--- config.mk ---
export PLATFORM = sky130hd
export DESIGN_NAME = midi_file_event_parser_unit
export DESIGN_NICKNAME = d
export VERILOG_FILES = /design/src/rtl/mfep_pkg.sv /design/src/rtl/midi_file_event_parser_unit.sv
export VERILOG_INCLUDE_DIRS = /design/src /design/src/rtl
export SDC_FILE = /design/constraint.sdc
export NUM_CORES = 1
export LEC_CHECK = 0
export ABC_AREA = 1
export BUFFER_PORTS_ARGS = -buffer_cell sky130_fd_sc_hd__buf_4
export CAP_MARGIN = 40
export CORE_AREA = 5 5 194 196
export CTS_CLUSTER_DIAMETER = 40
export DETAILED_ROUTE_END_ITERATION = 8
export DIE_AREA = 0 0 199 201
export GPL_TIMING_DRIVEN = 0
export PLACE_DENSITY = 0.59
export REMOVE_ABC_BUFFERS = 1
export SYNTH_ARGS = -nofsm -noshare
export SYNTH_HDL_FRONTEND = slang
export SYNTH_SLANG_ARGS = --single-unit
--- constraint.sdc ---
create_clock -name clk -period 4.52 [get_ports clk]
set_input_delay 1.356 -clock clk [delete_from_list [all_inputs] [get_ports clk]]
set_output_delay 1.356 -clock clk [all_outputs]
set_load 0.005 [all_outputs]
--- src/rtl/midi_file_event_parser_unit_macros.svh ---
// ----------------------------------------------------------------------------
// MIDI file event parser assertion macros
// Concurrent assertion helpers; empty when SYNTHESIS is defined.
// ----------------------------------------------------------------------------
`ifndef MIDI_FILE_EVENT_PARSER_UNIT_MACROS_SVH
`define MIDI_FILE_EVENT_PARSER_UNIT_MACROS_SVH

`ifndef SYNTHESIS
// same-cycle implication
`define MFEP_ASSERT_IMPL(label, clk, rst_n, ante, cons) \
	label: assert property (@(posedge clk) disable iff (!(rst_n)) (ante) |-> (cons)) \
		else $error("assertion failed: same-cycle implication");
// next-cycle implication
`define MFEP_ASSERT_NEXT(label, clk, rst_n, ante, cons) \
	label: assert property (@(posedge clk) disable iff (!(rst_n)) (ante) |=> (cons)) \
		else $error("assertion failed: next-cycle implication");
`else
`define MFEP_ASSERT_IMPL(label, clk, rst_n, ante, cons)
`define MFEP_ASSERT_NEXT(label, clk, rst_n, ante, cons)
`endif

`endif

--- src/rtl/mfep_pkg.sv ---
// ----------------------------------------------------------------------------
// MIDI file event parser package
// Parse phases, result codes, status constants and the result record.
// ----------------------------------------------------------------------------
package mfep_pkg;

	// longest variable-length quantity accepted, in bytes
	localparam int unsigned MAX_LENGTH_BYTES = 4;
	// an event needs at least this many bytes left to start
	localparam logic [31:0] MIN_EVENT_BYTES = 32'd3;

	// status bytes
	localparam logic [7:0] ST_META       = 8'hFF;
	localparam logic [7:0] ST_SYSEX      = 8'hF0;
	localparam logic [7:0] ST_SYSEX_ESC  = 8'hF7;
	localparam logic [7:0] ST_SYSTEM_MIN = 8'hF0;
	localparam logic [7:0] ST_STATUS_MIN = 8'h80;

	// channel message kinds with a single data byte
	localparam logic [3:0] HI_PROG_CHANGE = 4'hC;
	localparam logic [3:0] HI_CHAN_PRESS  = 4'hD;

	typedef enum logic [2:0] {
		PH_IDLE     = 3'd0,
		PH_DATA1    = 3'd1,
		PH_DATA2    = 3'd2,
		PH_METATYPE = 3'd3,
		PH_LEN      = 3'd4,
		PH_PARAMS   = 3'd5,
		PH_HALT     = 3'd6
	} phase_t;

	typedef enum logic [1:0] {
		KIND_HEADER = 2'd0,
		KIND_PARAM  = 2'd1,
		KIND_ERROR  = 2'd2
	} kind_t;

	typedef enum logic [1:0] {
		ERR_SHORT     = 2'd0,
		ERR_UNDEF     = 2'd1,
		ERR_BAD_LEN   = 2'd2,
		ERR_LEN_RANGE = 2'd3
	} err_t;

	typedef struct packed {
		kind_t       kind;
		logic [7:0]  status_byte;
		logic [7:0]  first_data;
		logic [7:0]  second_data;
		logic [27:0] param_length;
		logic [7:0]  param_byte;
		logic        last;
		err_t        error_code;
	} result_t;

	// channel messages other than program change and channel pressure take two data bytes
	function automatic logic three_byte(input logic [7:0] st);
		return !((st[7:4] == HI_PROG_CHANGE) || (st[7:4] == HI_CHAN_PRESS));
	endfunction

endpackage

--- src/rtl/midi_file_event_parser_unit.sv ---
// A byte accepted into the input register gives its result in the result register when the input register advances.
// Throughput: one track byte per cycle; the input register holds only while the result is stalled.
// Each byte gives zero or one result; the phase register updates when the byte leaves the input register.
// Reset (arst_n low) clears all parse state and both valid flags; payload registers keep values.
// A write of track_length clears the parse state, loads the byte count and leaves the halted state.
// ----------------------------------------------------------------------------
// MIDI file event parser unit
// Splits MIDI track bytes into channel, meta and sysex events with running status.
// ----------------------------------------------------------------------------
`include "midi_file_event_parser_unit_macros.svh"

module midi_file_event_parser_unit
	import mfep_pkg::*;
(
	input  logic        clk,
	input  logic        arst_n,
	// configuration
	input  logic        track_length_we,
	input  logic [31:0] track_length,
	// byte request
	input  logic        data_valid,
	output logic        data_stall,
	input  logic [7:0]  data_byte,
	// result request
	output logic        result_valid,
	input  logic        result_stall,
	output logic [1:0]  result_kind,
	output logic [7:0]  status_byte,
	output logic [7:0]  first_data,
	output logic [7:0]  second_data,
	output logic [27:0] param_length,
	output logic [7:0]  param_byte,
	output logic        last,
	output logic [1:0]  error_code
);

	// input register
	logic        valid_s1;
	logic [7:0]  byte_s1;

	// parse state
	phase_t      phase_q,        phase_n;
	logic [7:0]  running_q,      running_n;
	logic [31:0] bytes_left_q,   bytes_left_n;
	logic [7:0]  event_status_q, event_status_n;
	logic [7:0]  held_q,         held_n;
	logic [27:0] acc_q,          acc_n;
	logic [2:0]  seen_q,         seen_n;
	logic [27:0] params_left_q,  params_left_n;

	// result register
	logic        out_valid_q;
	result_t     res_q;
	result_t     res_n;
	logic        res_load;

	logic        advance;
	logic        err_hit;
	err_t        err_code;
	logic [31:0] bl_dec;
	logic [27:0] acc_cat;
	logic [2:0]  seen_inc;
	logic [27:0] params_dec;

	// handshake: input register moves on when the result slot is free or being taken
	assign advance    = valid_s1 & (~out_valid_q | ~result_stall);
	assign data_stall = valid_s1 & out_valid_q & result_stall;

	always_ff @(posedge clk or negedge arst_n) begin
		if (!arst_n) begin
			valid_s1 <= 1'b0;
		end else if (!data_stall) begin
			valid_s1 <= data_valid;
		end
	end

	always_ff @(posedge clk) begin
		if (data_valid && !data_stall) begin
			byte_s1 <= data_byte;
		end
	end

	// shared arithmetic on the current state
	assign bl_dec     = (bytes_left_q != 32'd0) ? bytes_left_q - 32'd1 : 32'd0;
	assign acc_cat    = {acc_q[20:0], byte_s1[6:0]};
	assign seen_inc   = seen_q + 3'd1;
	assign params_dec = (params_left_q != 28'd0) ? params_left_q - 28'd1 : 28'd0;

	// next state and result for the byte in the input register
	always_comb begin
		phase_n        = phase_q;
		running_n      = running_q;
		bytes_left_n   = bytes_left_q;
		event_status_n = event_status_q;
		held_n         = held_q;
		acc_n          = acc_q;
		seen_n         = seen_q;
		params_left_n  = params_left_q;
		res_load       = 1'b0;
		res_n          = '0;
		err_hit        = 1'b0;
		err_code       = ERR_SHORT;

		if (advance) begin
			unique case (phase_q)
				PH_IDLE: begin
					if (bytes_left_q < MIN_EVENT_BYTES) begin
						err_hit  = 1'b1;
						err_code = ERR_SHORT;
					end else begin
						bytes_left_n = bl_dec;
						if (byte_s1 < ST_STATUS_MIN) begin
							// running status reuse
							if (running_q == 8'd0) begin
								err_hit  = 1'b1;
								err_code = ERR_UNDEF;
							end else begin
								event_status_n = running_q;
								held_n         = byte_s1;
								if (three_byte(running_q)) begin
									phase_n = PH_DATA2;
								end else begin
									res_load          = 1'b1;
									res_n.kind        = KIND_HEADER;
									res_n.status_byte = running_q;
									res_n.first_data  = byte_s1;
									res_n.last        = 1'b1;
								end
							end
						end else if (byte_s1 < ST_SYSTEM_MIN) begin
							running_n      = byte_s1;
							event_status_n = byte_s1;
							phase_n        = PH_DATA1;
						end else begin
							running_n = 8'd0;
							if (byte_s1 == ST_META) begin
								event_status_n = byte_s1;
								phase_n        = PH_METATYPE;
							end else if (byte_s1 == ST_SYSEX || byte_s1 == ST_SYSEX_ESC) begin
								event_status_n = byte_s1;
								held_n         = 8'd0;
								acc_n          = 28'd0;
								seen_n         = 3'd0;
								phase_n        = PH_LEN;
							end else begin
								err_hit  = 1'b1;
								err_code = ERR_UNDEF;
							end
						end
					end
				end
				PH_DATA1: begin
					bytes_left_n = bl_dec;
					held_n       = byte_s1;
					if (three_byte(event_status_q)) begin
						phase_n = PH_DATA2;
					end else begin
						phase_n           = PH_IDLE;
						res_load          = 1'b1;
						res_n.kind        = KIND_HEADER;
						res_n.status_byte = event_status_q;
						res_n.first_data  = byte_s1;
						res_n.last        = 1'b1;
					end
				end
				PH_DATA2: begin
					bytes_left_n      = bl_dec;
					phase_n           = PH_IDLE;
					res_load          = 1'b1;
					res_n.kind        = KIND_HEADER;
					res_n.status_byte = event_status_q;
					res_n.first_data  = held_q;
					res_n.second_data = byte_s1;
					res_n.last        = 1'b1;
				end
				PH_METATYPE: begin
					bytes_left_n = bl_dec;
					held_n       = byte_s1;
					acc_n        = 28'd0;
					seen_n       = 3'd0;
					phase_n      = PH_LEN;
				end
				PH_LEN: begin
					// one byte of the variable-length quantity
					bytes_left_n = bl_dec;
					acc_n        = acc_cat;
					seen_n       = seen_inc;
					if (byte_s1[7]) begin
						if (seen_inc >= 3'(MAX_LENGTH_BYTES) || bl_dec == 32'd0) begin
							err_hit  = 1'b1;
							err_code = ERR_BAD_LEN;
						end
					end else if ({4'd0, acc_cat} > bl_dec) begin
						err_hit  = 1'b1;
						err_code = ERR_LEN_RANGE;
					end else begin
						params_left_n      = acc_cat;
						phase_n            = (acc_cat != 28'd0) ? PH_PARAMS : PH_IDLE;
						res_load           = 1'b1;
						res_n.kind         = KIND_HEADER;
						res_n.status_byte  = event_status_q;
						res_n.first_data   = held_q;
						res_n.param_length = acc_cat;
						res_n.last         = (acc_cat == 28'd0);
					end
				end
				PH_PARAMS: begin
					bytes_left_n  = bl_dec;
					params_left_n = params_dec;
					if (params_dec == 28'd0) begin
						phase_n = PH_IDLE;
					end
					res_load           = 1'b1;
					res_n.kind         = KIND_PARAM;
					res_n.status_byte  = event_status_q;
					res_n.first_data   = held_q;
					res_n.param_length = acc_q;
					res_n.param_byte   = byte_s1;
					res_n.last         = (params_dec == 28'd0);
				end
				PH_HALT: begin
					// bytes are dropped until the next configuration write
				end
				default: begin
					phase_n = PH_HALT;
				end
			endcase

			// error result overrides and halts
			if (err_hit) begin
				phase_n          = PH_HALT;
				res_load         = 1'b1;
				res_n            = '0;
				res_n.kind       = KIND_ERROR;
				res_n.last       = 1'b1;
				res_n.error_code = err_code;
			end
		end
	end

	// parse state registers
	always_ff @(posedge clk or negedge arst_n) begin
		if (!arst_n) begin
			phase_q        <= PH_IDLE;
			running_q      <= 8'd0;
			bytes_left_q   <= 32'd0;
			event_status_q <= 8'd0;
			held_q         <= 8'd0;
			acc_q          <= 28'd0;
			seen_q         <= 3'd0;
			params_left_q  <= 28'd0;
		end else if (track_length_we) begin
			phase_q        <= PH_IDLE;
			running_q      <= 8'd0;
			bytes_left_q   <= track_length;
			event_status_q <= 8'd0;
			held_q         <= 8'd0;
			acc_q          <= 28'd0;
			seen_q         <= 3'd0;
			params_left_q  <= 28'd0;
		end else begin
			phase_q        <= phase_n;
			running_q      <= running_n;
			bytes_left_q   <= bytes_left_n;
			event_status_q <= event_status_n;
			held_q         <= held_n;
			acc_q          <= acc_n;
			seen_q         <= seen_n;
			params_left_q  <= params_left_n;
		end
	end

	// result register
	always_ff @(posedge clk or negedge arst_n) begin
		if (!arst_n) begin
			out_valid_q <= 1'b0;
		end else if (res_load) begin
			out_valid_q <= 1'b1;
		end else if (!result_stall) begin
			out_valid_q <= 1'b0;
		end
	end

	always_ff @(posedge clk) begin
		if (res_load) begin
			res_q <= res_n;
		end
	end

	assign result_valid = out_valid_q;
	assign result_kind  = res_q.kind;
	assign status_byte  = res_q.status_byte;
	assign first_data   = res_q.first_data;
	assign second_data  = res_q.second_data;
	assign param_length = res_q.param_length;
	assign param_byte   = res_q.param_byte;
	assign last         = res_q.last;
	assign error_code   = res_q.error_code;

	// checks
	`MFEP_ASSERT_IMPL(a_stall_only_when_full, clk, arst_n, data_stall, out_valid_q && result_stall)
	`MFEP_ASSERT_IMPL(a_params_nonzero, clk, arst_n, phase_q == PH_PARAMS, params_left_q != 28'd0)
	`MFEP_ASSERT_IMPL(a_err_is_last, clk, arst_n, out_valid_q && res_q.kind == KIND_ERROR, res_q.last)
	`MFEP_ASSERT_NEXT(a_err_halts, clk, arst_n, advance && err_hit && !track_length_we, phase_q == PH_HALT)
	`MFEP_ASSERT_NEXT(a_halt_silent, clk, arst_n, phase_q == PH_HALT && !track_length_we, !$rose(out_valid_q))

endmodule
==> out/results.ini <==
[logic_synthesis]
post_synth_main_area_contributors=sky130_fd_sc_hd__dfrtp_1, sky130_fd_sc_hd__edfxtp_1, sky130_fd_sc_hd__nand2_1, sky130_fd_sc_hd__o21ai_0, sky130_fd_sc_hd__nor2_1
yosys_register_bits=193
yosys_warnings=0
yosysTopAreaCell=sky130_fd_sc_hd__dfrtp_1
synthFlopType=sky130_fd_sc_hd__dfrtp_1
ys_types=45
synthDominantCellAreaShare=0.260
synth_edf_count=73
syn_inst=1493
synth_sequential_area_ratio=0.449
syn_area_per_cell_um2=7.75
synthArstFlopShare=0.622
mappedNetlistArea_um2=11600

[clock_tree]
cts_tree=yes
hold_fix_buffer_count_after_cts=0
clock_tree.root_cell=sky130_fd_sc_hd__clkbuf_16
cts_inserted_buffers=17
path_clk_slew_ns=0.09
insertion_delay_ns=0.46
cts_max_level=4
cts.path.max_buffers=2
clock_sink_count=193

[critical_path]
worst_path_most_repeated_cell=sky130_fd_sc_hd__nand2_1
crit_type=reg2reg
critical_path.max_fanout=28
critical_path.reg2reg.startpoint=bytes_left_q[0]$_DFFE_PN0P_
worst_r2r_endpoint=param_length[0]$_SDFFCE_PP0P_
cp-start-kind=register
crit_path_max_incr_delay_ns=0.38
cp_cell_sequence=inv_1, ha_4, nand2_2, nor2_4, nand2_1, nor2_2, nand2_8, nand2_1, inv_1, ha_1, nand2_1, nor2_1, nand3_1, nor3_1, a21oi_1, nand2_1, a21oi_1, nand2_2, nand2_2, inv_2, nand2_8, a21oi_1
r2r_cells=22
worst-endpoint-required_ns=4.78
crit_arrival_ns=4.45
critical_path.endpoint_type=register
cp_slowest_cell=sky130_fd_sc_hd__dfrtp_1
reg2reg_setup_slack_ns=0.33

[place]
placement.setup.worst_slack_ns=-0.674
buffer_ports.inserted=111
place.detailed.hpwl_um=27000
globalplace.congestion=0.943
placement.cell_area_um2=12800

[detailed_routing]
detail_route.first_pass.iterations=6
vias=10800
drt-initial-drc-count=987
route.detailed.wl_per_inst_um=18.2
viasPerCell=5.22
drcViolationCount=0
ant_nets=0
wirelength_um=37700

[timing]
worst_hold_slack_ns=0.491
maxSlewHeadroom=0.320
report.final.setup_viol=0
min_period_over_period=0.926
final.setup.worst_slack_ns=0.335
timing.fmax_mhz=239
clock_skew_ns=0.0198
final.min_clock_period_ns=4.19
tns_ns=0
worst_slew_pin_slew_ns=1.02
pins_over_their_slew_limit=0
final_hold_vios=0
unrepaired_setup_endpoints_after_global_routing=no

[layout]
most_common_cell_after_layout_fill_and_taps_aside=sky130_fd_sc_hd__nand2_1
area_growth_syn_to_layout_pct=18.4
regArea_um2=5190
layout_common_cells=sky130_fd_sc_hd__nand2_1, sky130_fd_sc_hd__nor2_1, sky130_fd_sc_hd__inv_1, sky130_fd_sc_hd__o21ai_0, sky130_fd_sc_hd__dfrtp_1
n_fill_cell=3823
num_antenna_cells=0
multi_input_area_um2=5650
post-route-cell-area_um2=13700
layout-drive-gt1-share=0.154
fin_nets=1665

[status]
result_of_the_run=finished, final reports clean

[run]
cap_viol_max_count=0

[floorplanning]
die_boundary_width_um=199
die-height_um=201
core_area_um2=35900
core.rowCount=70
die_outline_area_um2=40000
ioPinCount=112
initial_utilization=0.322

[global_routing]
initial_antenna_violation_count=0
grtUsageTotal=0.187
globalRoute.totalOverflow=0
pin_count_of_the_biggest_net_entering_global_routing=81
number_of_global_route_vias_before_repair=10500
grt_pass1_wl_um=59100

[hold_path]
whs_path_depth=2
hold_path.startpoint=acc_q[22]$_DFFE_PN0P_
hp-class=reg2reg
holdPathEnd=acc_q[22]$_DFFE_PN0P_

[pwr]
power.total_mw=7.33
power_density_nw_per_um2=535
cellLeakagePower_nw=5.99
ir_worst_vdd_uv=326

==> final cells by class <==
| class | instances | share of cell area |
|---|---|---|
| multi-input cells | 1087 | 0.413 |
| repair buffers | 120 | 0.0711 |
| inverters | 169 | 0.0469 |
| well taps | 468 | 0.0427 |
| flip-flops and latches | 193 | 0.379 |
| clock inverters | 15 | 0.0164 |
| clock buffers | 17 | 0.0311 |
==> what timing repair did <==
action	in CTS	in global routing
endpoints found under the setup margin	90	141
cloned	3	1
buffers inserted	2	0
gates resized for setup	11	17
pin swaps	3	2
==> routing by layer <==
metal / vias to the layer above / share of wire / GRT usage
li1: 5221 / - / -
met1: 5184 / 0.45 / 0.264
met2: 371 / 0.47 / 0.300
met3: 30 / 0.067 / 0.0347
met4: 0 / 0.012 / 0.0376
met5: - / 0 / 0
==> through the flow <==
stage	std cells	util
after floorplan	1445	-
after global placement	2024	0.354
after detailed placement	2031	0.357
after CTS	2068	0.379
after global routing	2069	0.382
final	2069	0.382
==> cell families after synthesis <==
| group | after synthesis | share of synthesized area |
|---|---|---|
| and+or+nand+nor | 746 | 0.275 |
| AOI/OAI and AO/OA | 291 | 0.150 |
| buffers and inverters | 217 | 0.0797 |
| DFF | 193 | 0.449 |
| adders and majority gates | 32 | 0.0346 |
| xor gates and xnor gates | 9 | 0.00681 |
| muxes | 5 | 0.00487 |
==> report_power, final <==
group          internal [mW]  switching [mW]  total, mW
clock network          0.824           0.850       1.67
logic                   1.02            2.04       3.06
registers               2.30           0.302       2.60
total                   4.14            3.19       7.33
==> how the worst max path moves through the flow <==
stage | from | end
after floorplan | bytes_left_q[0]$_DFFE_PN0P_ | error_code[0]$_SDFFCE_PN0P_
after global placement | bytes_left_q[0]$_DFFE_PN0P_ | param_length[25]$_SDFFCE_PP0P_
after detailed placement | bytes_left_q[0]$_DFFE_PN0P_ | params_left_q[17]$_DFFE_PN0P_
after CTS | bytes_left_q[0]$_DFFE_PN0P_ | second_data[7]$_SDFFCE_PP0P_
after global routing | bytes_left_q[0]$_DFFE_PN0P_ | param_length[0]$_SDFFCE_PP0P_
final | bytes_left_q[0]$_DFFE_PN0P_ | param_length[0]$_SDFFCE_PP0P_
==> worst max-delay path: cells and delay by family (launching register included) <==
| kind | cells | cell delay [ns] |
|---|---|---|
| buf+inv | 3 | 0.47 |
| flops | 1 | 0.38 |
| compound gates | 3 | 0.53 |
| fa+ha+maj | 2 | 0.50 |
| simple gates | 14 | 2.09 |
==> flip-flops by register name, indices dropped and copies added (netlist names), 3 cells and up <==
signal,cells
param_byte,8
param_length,28
byte_s1,8
seen_q,3
second_data,8
first_data,8
status_byte,8
phase_q,3
event_status_q,8
acc_q,28
held_q,8
running_q,8
params_left_q,28
bytes_left_q,32
==> synth_stat cells (19+ instances only) <==
cell type,number
sky130_fd_sc_hd__o21ai_0,142
sky130_fd_sc_hd__nand4_1,33
sky130_fd_sc_hd__nor2_2,25
sky130_fd_sc_hd__o211ai_1,19
sky130_fd_sc_hd__edfxtp_1,73
sky130_fd_sc_hd__dfrtp_1,120
sky130_fd_sc_hd__ha_1,32
sky130_fd_sc_hd__nand2_1,369
sky130_fd_sc_hd__o22ai_1,41
sky130_fd_sc_hd__clkbuf_1,31
sky130_fd_sc_hd__a21oi_1,27
sky130_fd_sc_hd__inv_1,161
sky130_fd_sc_hd__a21oi_2,25
sky130_fd_sc_hd__nand3_1,95
sky130_fd_sc_hd__nor2_1,187
(Power assumes the default switching activity.)
